$ cat src/hw/rtl/vpts_pkg.sv
// Shared types, register map and helper functions for the Vorbis packet timestamper.
// No dependencies; imported by vpts_calc and vorbis_packet_timestamper.
package vpts_pkg;

  // Highest mode number the timestamper accepts, plus one
  localparam int unsigned MaxModes = 64;

  // Register map, index = byte address / 8
  typedef enum logic [1:0] {
    REG_NUM_MODES  = 2'd0,
    REG_MODE_LONG  = 2'd1,
    REG_SHORT_SIZE = 2'd2,
    REG_LONG_SIZE  = 2'd3
  } reg_idx_e;

  // Configuration seen by the datapath
  typedef struct packed {
    logic [6:0]  num_modes;
    logic [63:0] mode_long_flags;
    logic [10:0] short_size;
    logic [10:0] long_size;
  } vpts_cfg_t;

  // One result item
  typedef struct packed {
    logic [61:0]        start_time;
    logic signed [62:0] end_time;
    logic               bad_packet;
  } vpts_res_t;

  // Number of bits needed to hold v (0 for v == 0)
  function automatic logic [2:0] bit_len7(input logic [6:0] v);
    logic [2:0] n;
    n = 3'd0;
    for (int i = 0; i < 7; i++) begin
      if (v[i]) n = 3'(i + 1);
    end
    return n;
  endfunction

  // Signed divide by four, truncated toward zero
  function automatic logic signed [11:0] div4_trunc(input logic signed [11:0] d);
    logic signed [11:0] adj;
    adj = d[11] ? (d + 12'sd3) : d;
    return adj >>> 2;
  endfunction

endpackage

$ cat src/hw/rtl/vpts_calc.sv
// Per-packet decode and timestamp arithmetic (pure combinational).
// Depends on vpts_pkg for the config/result structs and helper functions.
module vpts_calc (
  input  vpts_pkg::vpts_cfg_t cfg_i,
  input  logic [15:0]         packet_head_i,
  input  logic [15:0]         packet_len_i,
  input  logic [63:0]         running_time_i,
  input  logic                started_i,
  output vpts_pkg::vpts_res_t res_o,
  output logic [63:0]         running_time_o
);
  import vpts_pkg::*;

  logic [6:0]         mc_minus1;
  logic [2:0]         mbits;
  logic [7:0]         mode_mask;
  logic [6:0]         mode;
  logic [18:0]        avail;
  logic [3:0]         need_short;
  logic [3:0]         need_long;
  logic               mode_bad;
  logic               is_long;
  logic [3:0]         prev_idx;
  logic [3:0]         next_idx;
  logic               prev_long;
  logic               next_long;
  logic [10:0]        my_sz;
  logic [10:0]        prev_sz;
  logic [10:0]        next_sz;
  logic [10:0]        lo_sz;
  logic [9:0]         lo_half;
  logic signed [11:0] d_prev;
  logic signed [11:0] d_next;
  logic signed [13:0] delta;
  logic [63:0]        delta64;
  logic [63:0]        base;
  logic [63:0]        new_time;
  logic               bad;

  // Mode field width; a zero mode count wraps to all ones and yields zero bits
  assign mc_minus1 = cfg_i.num_modes - 7'd1;
  assign mbits     = cfg_i.num_modes == 7'd0 ? 3'd0 : bit_len7(mc_minus1);
  assign mode_mask = (8'd1 << mbits) - 8'd1;
  assign mode      = packet_head_i[7:1] & mode_mask[6:0];

  // Length check, bits available vs bits read
  assign avail      = {packet_len_i, 3'b000};
  assign need_short = 4'd1 + 4'(mbits);
  assign need_long  = need_short + 4'd2;

  assign mode_bad = (mode >= cfg_i.num_modes) || (32'(mode) >= MaxModes);
  assign is_long  = cfg_i.mode_long_flags[mode[5:0]];

  // Window flags follow the mode field
  assign prev_idx  = need_short;
  assign next_idx  = need_short + 4'd1;
  assign prev_long = is_long ? packet_head_i[prev_idx] : 1'b0;
  assign next_long = is_long ? packet_head_i[next_idx] : 1'b0;

  always_comb begin
    bad = 1'b0;
    if (19'(need_short) > avail) bad = 1'b1;
    else if (mode_bad) bad = 1'b1;
    else if (is_long && (19'(need_long) > avail)) bad = 1'b1;
  end

  // Block sizes and overlap rule
  assign my_sz   = is_long   ? cfg_i.long_size : cfg_i.short_size;
  assign prev_sz = prev_long ? cfg_i.long_size : cfg_i.short_size;
  assign next_sz = next_long ? cfg_i.long_size : cfg_i.short_size;
  assign lo_sz   = prev_sz < my_sz ? prev_sz : my_sz;
  assign lo_half = lo_sz[10:1];

  assign d_prev = div4_trunc(12'($signed({1'b0, my_sz}) - $signed({1'b0, prev_sz})));
  assign d_next = div4_trunc(12'($signed({1'b0, my_sz}) - $signed({1'b0, next_sz})));
  assign delta  = $signed({4'b0000, lo_half}) + 14'(d_prev) + 14'(d_next);
  assign delta64 = 64'(delta);

  // First packet starts at minus half the smaller block
  assign base     = started_i ? running_time_i : (64'd0 - 64'(lo_half));
  assign new_time = base + delta64;

  always_comb begin
    res_o.bad_packet = bad;
    res_o.start_time = '0;
    res_o.end_time   = '0;
    if (!bad) begin
      res_o.start_time = (started_i && !running_time_i[63]) ? running_time_i[61:0] : 62'd0;
      res_o.end_time   = new_time[62:0];
    end
  end

  assign running_time_o = new_time;

endmodule

$ cat src/hw/rtl/vorbis_packet_timestamper.sv
// Vorbis packet timestamper top level: APB register file, input register,
// result register. Depends on vpts_pkg and vpts_calc.
// An input transfer passes through the input register and then the result register.
// Throughput: one packet per cycle while the master side accepts results; the 64-bit
// running-time add in vpts_calc sets the critical path. Reset: running time 0, no packet seen,
// one mode, mode_long_flags 0, both block sizes 2, both stages empty.
module vorbis_packet_timestamper (
  input  logic         clk_i,
  input  logic         rst_ni,
  // APB configuration port
  input  logic         psel,
  input  logic         penable,
  input  logic         pwrite,
  input  logic [4:0]   paddr,
  input  logic [63:0]  pwdata,
  output logic [63:0]  prdata,
  output logic         pready,
  // Slave stream
  input  logic         s_axis_tvalid,
  output logic         s_axis_tready,
  input  logic [31:0]  s_axis_tdata,  // [15:0] packet_head, [31:16] packet_len
  // Master stream
  output logic         m_axis_tvalid,
  input  logic         m_axis_tready,
  output logic [127:0] m_axis_tdata,  // [61:0] start_time, [124:62] end_time, zero pad
  output logic         m_axis_tuser   // [0] bad_packet
);
  import vpts_pkg::*;

  vpts_cfg_t   cfg_q;
  logic        s1_valid_q;
  logic [15:0] s1_head_q;
  logic [15:0] s1_len_q;
  logic        out_valid_q;
  vpts_res_t   out_q;
  logic [63:0] running_q;
  logic        started_q;

  vpts_res_t   res;
  logic [63:0] running_d;
  logic        out_free;
  logic        s1_adv;
  logic        cfg_wr;
  reg_idx_e    wr_idx;

  // Configuration registers
  assign pready = 1'b1;
  assign cfg_wr = psel & penable & pwrite;
  assign wr_idx = reg_idx_e'(paddr[4:3]);

  always_ff @(posedge clk_i or negedge rst_ni) begin
    if (!rst_ni) begin
      cfg_q.num_modes       <= 7'd1;
      cfg_q.mode_long_flags <= 64'd0;
      cfg_q.short_size      <= 11'd2;
      cfg_q.long_size       <= 11'd2;
    end else if (cfg_wr) begin
      case (wr_idx)
        REG_NUM_MODES:  cfg_q.num_modes       <= pwdata[6:0];
        REG_MODE_LONG:  cfg_q.mode_long_flags <= pwdata;
        REG_SHORT_SIZE: cfg_q.short_size      <= pwdata[10:0];
        REG_LONG_SIZE:  cfg_q.long_size       <= pwdata[10:0];
        default: ;
      endcase
    end
  end

  // Register readback
  always_comb begin
    case (reg_idx_e'(paddr[4:3]))
      REG_NUM_MODES:  prdata = 64'(cfg_q.num_modes);
      REG_MODE_LONG:  prdata = cfg_q.mode_long_flags;
      REG_SHORT_SIZE: prdata = 64'(cfg_q.short_size);
      REG_LONG_SIZE:  prdata = 64'(cfg_q.long_size);
      default:        prdata = 64'd0;
    endcase
  end

  // Handshake: result register frees when empty or being taken
  assign out_free      = !out_valid_q || m_axis_tready;
  assign s1_adv        = s1_valid_q && out_free;
  assign s_axis_tready = !s1_valid_q || out_free;

  // Input register
  always_ff @(posedge clk_i or negedge rst_ni) begin
    if (!rst_ni) begin
      s1_valid_q <= 1'b0;
    end else if (s_axis_tready) begin
      s1_valid_q <= s_axis_tvalid;
    end
  end

  always_ff @(posedge clk_i) begin
    if (s_axis_tvalid && s_axis_tready) begin
      s1_head_q <= s_axis_tdata[15:0];
      s1_len_q  <= s_axis_tdata[31:16];
    end
  end

  vpts_calc u_calc (
    .cfg_i          (cfg_q),
    .packet_head_i  (s1_head_q),
    .packet_len_i   (s1_len_q),
    .running_time_i (running_q),
    .started_i      (started_q),
    .res_o          (res),
    .running_time_o (running_d)
  );

  // Timestamp state, updated only by good packets
  always_ff @(posedge clk_i or negedge rst_ni) begin
    if (!rst_ni) begin
      running_q <= 64'd0;
      started_q <= 1'b0;
    end else if (s1_adv && !res.bad_packet) begin
      running_q <= running_d;
      started_q <= 1'b1;
    end
  end

  // Result register
  always_ff @(posedge clk_i or negedge rst_ni) begin
    if (!rst_ni) begin
      out_valid_q <= 1'b0;
    end else if (s1_adv) begin
      out_valid_q <= 1'b1;
    end else if (m_axis_tready) begin
      out_valid_q <= 1'b0;
    end
  end

  always_ff @(posedge clk_i) begin
    if (s1_adv) begin
      out_q <= res;
    end
  end

  assign m_axis_tvalid = out_valid_q;
  assign m_axis_tdata  = {3'b000, out_q.end_time, out_q.start_time};
  assign m_axis_tuser  = out_q.bad_packet;

endmodule

$ cat config.mk
export PLATFORM = sky130hd
export DESIGN_NAME = vorbis_packet_timestamper
export DESIGN_NICKNAME = d
export VERILOG_FILES = /design/src/hw/rtl/vpts_pkg.sv /design/src/hw/rtl/vpts_calc.sv /design/src/hw/rtl/vorbis_packet_timestamper.sv
export SDC_FILE = /design/constraint.sdc
export NUM_CORES = 1
export LEC_CHECK = 0
export ABC_CLOCK_PERIOD_IN_PS = 15100
export BUFFER_PORTS_ARGS = -buffer_cell sky130_fd_sc_hd__buf_2
export CORE_MARGIN = 4
export CORE_UTILIZATION = 50
export DETAILED_ROUTE_END_ITERATION = 7
export GPL_TIMING_DRIVEN = 0
export PLACE_DENSITY = 0.77
export SYNTH_ARGS = -nofsm -noshare
export SYNTH_HDL_FRONTEND = slang
export SYNTH_SLANG_ARGS = --single-unit
$ cat constraint.sdc
create_clock -name clk_i -period 15.1 [get_ports clk_i]
set_input_delay 2.265 -clock clk_i [delete_from_list [all_inputs] [get_ports clk_i]]
set_output_delay 2.265 -clock clk_i [all_outputs]
set_load 0.02 [all_outputs]
# Yosys cells after proc, flatten, opt, wreduce, memory -nomap -nowiden
# Cells that the tools add are included.
# op_classes
add_sub_neg,13
n_lt_le_gt_ge,8
n_eq_ne,3
shift,1
n_mux,29
n_bitwise,4
reduce_logical,20
# ops
cell,n
case mux 64 bit (4 select lines),1
adder 64 bit,1
two-way mux 64 bit,1
two-way mux 11 bit,4
greater-than comparator 4 x 19 -> 1 bit,2
"adder 12 x 3 -> 12 bit, second input constant",2
two-way mux 12 bit,2
subtractor 11 x 11 -> 12 bit,2
two-way mux 3 bit,7
"subtractor 7 x 1 -> 7 bit, second input constant",2
adder 12 x 10 -> 13 bit,1
adder 11 x 10 -> 12 bit,1
less-than comparator 11 bit,1
two-way mux 1 bit,11
"subtractor 1 x 10 -> 11 bit, first input constant",1
"less-than comparator 4 x 5 -> 1 bit, second input constant",2
binary-select mux 1 bit (select 4 bit),2
AND reduction 2 bit,4
AND 7 bit,1
greater-or-equal comparator 7 bit,1
"greater-or-equal comparator 7 bit, second input constant",1
zero test 7 bit,1
"less-than comparator 6 x 7 -> 1 bit, second input constant",1
"<< shifter 1 x 3 -> 7 bit, first input constant",1
14 further kinds,25
# totals
ff_bits,318
word_cells,91

# Logic depth before layout (Yosys ltp)
# logic_depth
word_depth,22
depth_mapped,75
ltp_nobuf,69

# Cells and area by module
# Synthesis repeated with hierarchy kept, for this count alone.
# hier_totals
cells_unflattened,1988
area_unflattened_um2,21010.2
# modules_own_cells
mod,instances,cells_per_inst,area_per_inst_um2,seq_area_each_um2
vorbis_packet_timestamper,1,591,11454.7,8752.1
vpts_calc,1,1397,9555.4,0.0

# Worst setup path after synthesis
# OpenSTA, ideal clock, no wires.
# synth_timing
path_kind,register to register
start,reg cfg_q[86] (netlist name)
end,reg running_q[63]
arrival_time_ns,14.164
required_time_ns,14.980
path_slack_ns,0.817
stages_incl_launch_ff,70
path_buffers,6
period_less_slack_ns,14.283
cell_sequence,dfstp_2 -> inv_1 -> ha_1 -> buf_2 -> or4_1 -> a32o_1 -> a31oi_4 -> ha_1 -> buf_1 -> inv_1 -> a211o_1 -> ha_1 -> nor2b_1 -> clkbuf_1 -> buf_2 -> clkbuf_1 -> mux2i_1 -> nand2_1 -> [34 not listed] -> a21oi_1 -> o21ai_0 -> mux2_2 -> ha_1 -> nand4_1 -> nor3_1 -> nand2_1 -> or4_1 -> a21o_1 -> a211o_1 -> a31oi_1 -> o2111ai_1 -> a21oi_1 -> a41oi_1 -> a211oi_1 -> nor4b_1 -> or3_1 -> and3_1
# synth_between
elab_chain_cells,22
elab_cells_between_ends,51
# synth_rtl
element,line_no,rtl
start: declaration,vorbis_packet_timestamper.sv:30,vpts_cfg_t cfg_q;
subtractor 7 x 1 -> 7 bit,vpts_calc.sv:41,assign mc_minus1 = cfg_i.num_modes - 7'd1;
two-way mux 1 bit,vpts_pkg.sv:36,if (v[i]) n = 3'(i + 1);
two-way mux 3 bit (6 in a row),vpts_pkg.sv:36,
two-way mux 3 bit,vpts_calc.sv:42,assign mbits = cfg_i.num_modes == 7'd0 ? 3'd0 : bit_len7(mc_minus1);
<< shifter 1 x 3 -> 7 bit,vpts_calc.sv:43,assign mode_mask = (8'd1 << mbits) - 8'd1;
subtractor 7 x 1 -> 7 bit,vpts_calc.sv:43,
AND 7 bit,vpts_calc.sv:44,assign mode = packet_head_i[7:1] & mode_mask[6:0];
binary-select mux 1 bit (select 6 bit),vpts_calc.sv:52,assign is_long = cfg_i.mode_long_flags[mode[5:0]];
two-way mux 1 bit (implied by the code),vpts_calc.sv:52,
two-way mux 1 bit,vpts_calc.sv:57,assign prev_long = is_long ? packet_head_i[prev_idx] : 1'b0;
two-way mux 11 bit,vpts_calc.sv:69,assign prev_sz = prev_long ? cfg_i.long_size : cfg_i.short_size;
subtractor 11 x 11 -> 12 bit,vpts_calc.sv:74,"assign d_prev = div4_trunc(12'($signed({1'b0, my_sz}) - $signed({1'b0, prev_sz})));"
adder 12 x 3 -> 12 bit,vpts_pkg.sv:44,adj = d[11] ? (d + 12'sd3) : d;
two-way mux 12 bit,vpts_pkg.sv:44,
adder 11 x 10 -> 12 bit,vpts_calc.sv:76,"assign delta = $signed({4'b0000, lo_half}) + 14'(d_prev) + 14'(d_next);"
adder 12 x 10 -> 13 bit,vpts_calc.sv:76,
adder 64 bit,vpts_calc.sv:81,assign new_time = base + delta64;
end signal: assignment,vorbis_packet_timestamper.sv:116,running_q <= running_d;
end: declaration,vorbis_packet_timestamper.sv:36,logic [63:0] running_q;
# Parallel ways exist; a longest one is shown, timed or not. The select of a mux whose other input is x is not followed.
# A chain may end at the register's enable or synchronous reset.

# Final worst setup path
# layout_timing
start,reg cfg_q[86] (netlist name)
end,"reg out_q, in the netlist m_axis_tdata[124], data pin"
# layout_between
elab_chain_cells,22
elab_cells_between_ends,49
# layout_rtl
element,line_no,rtl
subtractor 7 x 1 -> 7 bit,vpts_calc.sv:41,
two-way mux 1 bit,vpts_pkg.sv:36,
two-way mux 3 bit (6 in a row),vpts_pkg.sv:36,
two-way mux 3 bit,vpts_calc.sv:42,
<< shifter 1 x 3 -> 7 bit,vpts_calc.sv:43,
subtractor 7 x 1 -> 7 bit,vpts_calc.sv:43,
AND 7 bit,vpts_calc.sv:44,
binary-select mux 1 bit (select 6 bit),vpts_calc.sv:52,
two-way mux 1 bit (implied by the code),vpts_calc.sv:52,
two-way mux 1 bit,vpts_calc.sv:57,
two-way mux 11 bit,vpts_calc.sv:69,
subtractor 11 x 11 -> 12 bit,vpts_calc.sv:74,
adder 12 x 3 -> 12 bit,vpts_pkg.sv:44,
two-way mux 12 bit,vpts_pkg.sv:44,
adder 11 x 10 -> 12 bit,vpts_calc.sv:76,
adder 12 x 10 -> 13 bit,vpts_calc.sv:76,
adder 64 bit,vpts_calc.sv:81,
end signal: assignment,vorbis_packet_timestamper.sv:134,out_q <= res;
end: declaration,vorbis_packet_timestamper.sv:35,vpts_res_t out_q;
# Parallel ways exist; a longest one is shown, timed or not. The select of a mux whose other input is x is not followed.

==> results.ini <==
[logic_synthesis]
synth_top_cells_by_area=edfxtp_1 23%, dfrtp_1 19%, ha_1 7.3%
syn_avg_cell_area_um2=10.1
synth_warnings=0
synth_ff_type=edfxtp_1
syn_inst=2047
ys_seq_area_share_pct=42.5
yosys-top-cells-count=158 x edfxtp_1, 157 x dfrtp_1, 151 x inv_1
ys_seq_elements=318
yosysTopAreaCell=edfxtp_1
synth_edf_count=158
yosysMostFrequentCell=edfxtp_1
ys_types=77
synth.top_cell.area_share_pct=23.1
async_flop_share_pct=50.3
netlist_area_um2=20600

[clock_tree]
htreeDepth=2
cts.sinks=318
clockBufferDepth=3
path_clk_slew_ns=0.06
postCtsHoldBufs=0
root_buffer=clkbuf_16
cts_tree=built
cts_buffers=35
clock_latency_ns=0.55

[place]
gp_congestion=0.956
io_buffers=296
post-dp-hpwl_mm=44.6

[sta]
fmax_mhz=69.0
fin_crit_sh_pct=95.9
drv_slew=0
finalCriticalPeriod_ns=14.49
fin_skew_ns=0.0159
timing.slew.headroom_pct=13.4
worst_pin_slew_ns=1.30
finalHoldViolCount=0
setup_viol=0

[layout]
drive_gt1_share_pct=24.4
syn_to_final_growth_pct=18.7
post-route-util_pct=60.0
nNetsFinal=2641

[floorplan]
io_pins=304
rows=74
initial_core_util_pct=50.5
dieArea_um2=44500
die_w_um=211
die-height_um=211
core_um2=40700

[routing]
vias=17000
ant_nets=0
dr.pass1.iters=7
initialDrtViolationCount=1224
wl_per_cell_um=19.8
vias_per_cell=5.73
drc=0
routed_wl_mm=58.6

[critical_path]
end_kind=flip-flop
cp.arrival_ns=14.75
max_stage_delay_ns=0.53
critical_path.top_delay_family=compound AO/OA/AOI/OAI gates
crit_buf_inv=10
crit_top_cell=ha_1
critPathSlowestCell=dfstp_2
cp-start-kind=flip-flop
cp_max_fo=10
path_class=flip-flop to flip-flop
critPathRequiredTime_ns=15.36

[global_route]
track_usage_pct=25.4
grt_pass1_wl_mm=90.7
grt_max_degree=110
first_global_vias=17000
overflow=0
antenna_found_initial=6

[run_status]
status=finished clean

[hold_path]
hp-class=flip-flop to flip-flop

[job]
drv_cap=0

routing by layer:
metal  part of all wire (%)  GRT usage (%)  up-vias
met3                    7.7           6.36      144
met5                  0.073              0        -
met4                    3.8           9.39        8
li1                       -              -     7969
met2                     49           44.2      635
met1                     39           30.8     8202
worst register-to-register path: cells and delay by family (launching register included):
family                     cells  cell delay [ns]
AOI/OAI and AO/OA             31             6.51
xor gates and xnor gates       2             0.39
adders and majority gates      7             2.11
buffers and inverters         10             1.27
DFF                            1             0.53
muxes                          3             0.95
and+or+nand+nor               14             2.42
path summary, 6_finish.rpt:
| check | cells after the start | end | start | slack (ns) |
|---|---|---|---|---|
| min in group asynchronous | 1 | s1_valid_q$_DFFE_PN0N_ | rst_ni | 1.63 |
| hold / removal | 2 | running_q[62]$_DFFE_PN0P_ | running_q[62]$_DFFE_PN0P_ | 0.49 |
| setup / recovery | 67 | m_axis_tdata[124]$_SDFFCE_PP0P_ | cfg_q[86]$_DFFE_PN1P_ | 0.61 |
| setup reg to reg | 67 | m_axis_tdata[124]$_SDFFCE_PP0P_ | cfg_q[86]$_DFFE_PN1P_ | 0.61 |
| hold reg to reg | 2 | running_q[62]$_DFFE_PN0P_ | running_q[62]$_DFFE_PN0P_ | 0.49 |
| max in group asynchronous | 2 | running_q[14]$_DFFE_PN0P_ | rst_ni | 12.49 |
cells by family (layout without fill, tap and decap cells):
logic type      count (synthesis)  after routing  share of synthesized area (%)
other cells                     2              9                         0.0365
xor+xnor                      104            104                           4.43
buf+inv                       240            613                           4.58
flops                         318            318                           42.5
mux                           198            201                           11.2
compound gates                466            466                           14.2
fa+ha+maj                     135            135                           8.76
simple gates                  584            584                           14.3
flip-flops by register name, indices dropped and copies added, names as in the netlist:
| name | count |
|---|---|
| started_q | 1 |
| running_q | 64 |
| m_axis_tvalid | 1 |
| s1_valid_q | 1 |
| m_axis_tdata | 125 |
| s1_len_q | 16 |
| s1_head_q | 16 |
| cfg_q | 93 |
| m_axis_tuser | 1 |
through the flow:
| step | std cells | worst slack (ns) | hold WS [ns] | setup TNS, ns | area [um^2] |
|---|---|---|---|---|---|
| after floorplan | 2049 | 0.817 | 0.450 | 0 | 20600 |
| after global placement | 2877 | -2.33 | 0.468 | -122.16 | 22700 |
| after global routing | 2958 | -0.0497 | 0.527 | -0.0978 | 24400 |
| after detailed placement | 2879 | -2.45 | 0.481 | -137.05 | 22800 |
| after CTS | 2947 | 0.0285 | 0.495 | 0 | 24100 |
| final | 2962 | 0.613 | 0.491 | 0 | 24400 |
cells in the final DEF, fill, tap and decap left out, drive strengths merged, types with 10 or more instances in the layout:
cell type and instances:
nand2b 31, mux2i 67, nand3 24, mux2 120, nand2 149, o21a 15, inv 156, a21oi 146
nand4 12, o21ai 131, edfxtp 158, fa 15, dfrtp 157, clkbuf 111, and2 122, xnor2 58
a21o 47, o21bai 13, xor2 46, buf 334, or2 10, nor2b 23, ha 120, nor2 133
mux4 14, nor3 24, and3 22, a31oi 17, a211oi 17
cell type report:
| class | instances | area, um^2 |
|---|---|---|
| timing repair buffer | 311 | 1660 |
| fill | 3434 | 16300 |
| sequential | 318 | 8750 |
| clock inverter | 16 | 133 |
| tap | 532 | 666 |
| clock buffer | 48 | 987 |
| buffer | 86 | 428 |
| inverter | 152 | 576 |
| antenna | 5 | 12.5 |
| multi-input combinational | 1494 | 11200 |
what timing repair did:
action / in CTS / in global routing
buffers inserted: 4 / 9
pin swaps: 4 / 10
setup endpoints to repair: 99 / 66
cloned: 2 / 1
resized for setup: 33 / 51
Power is not shown: default switching activity piles up to over one toggle a cycle in this logic, so the estimate is an artifact.
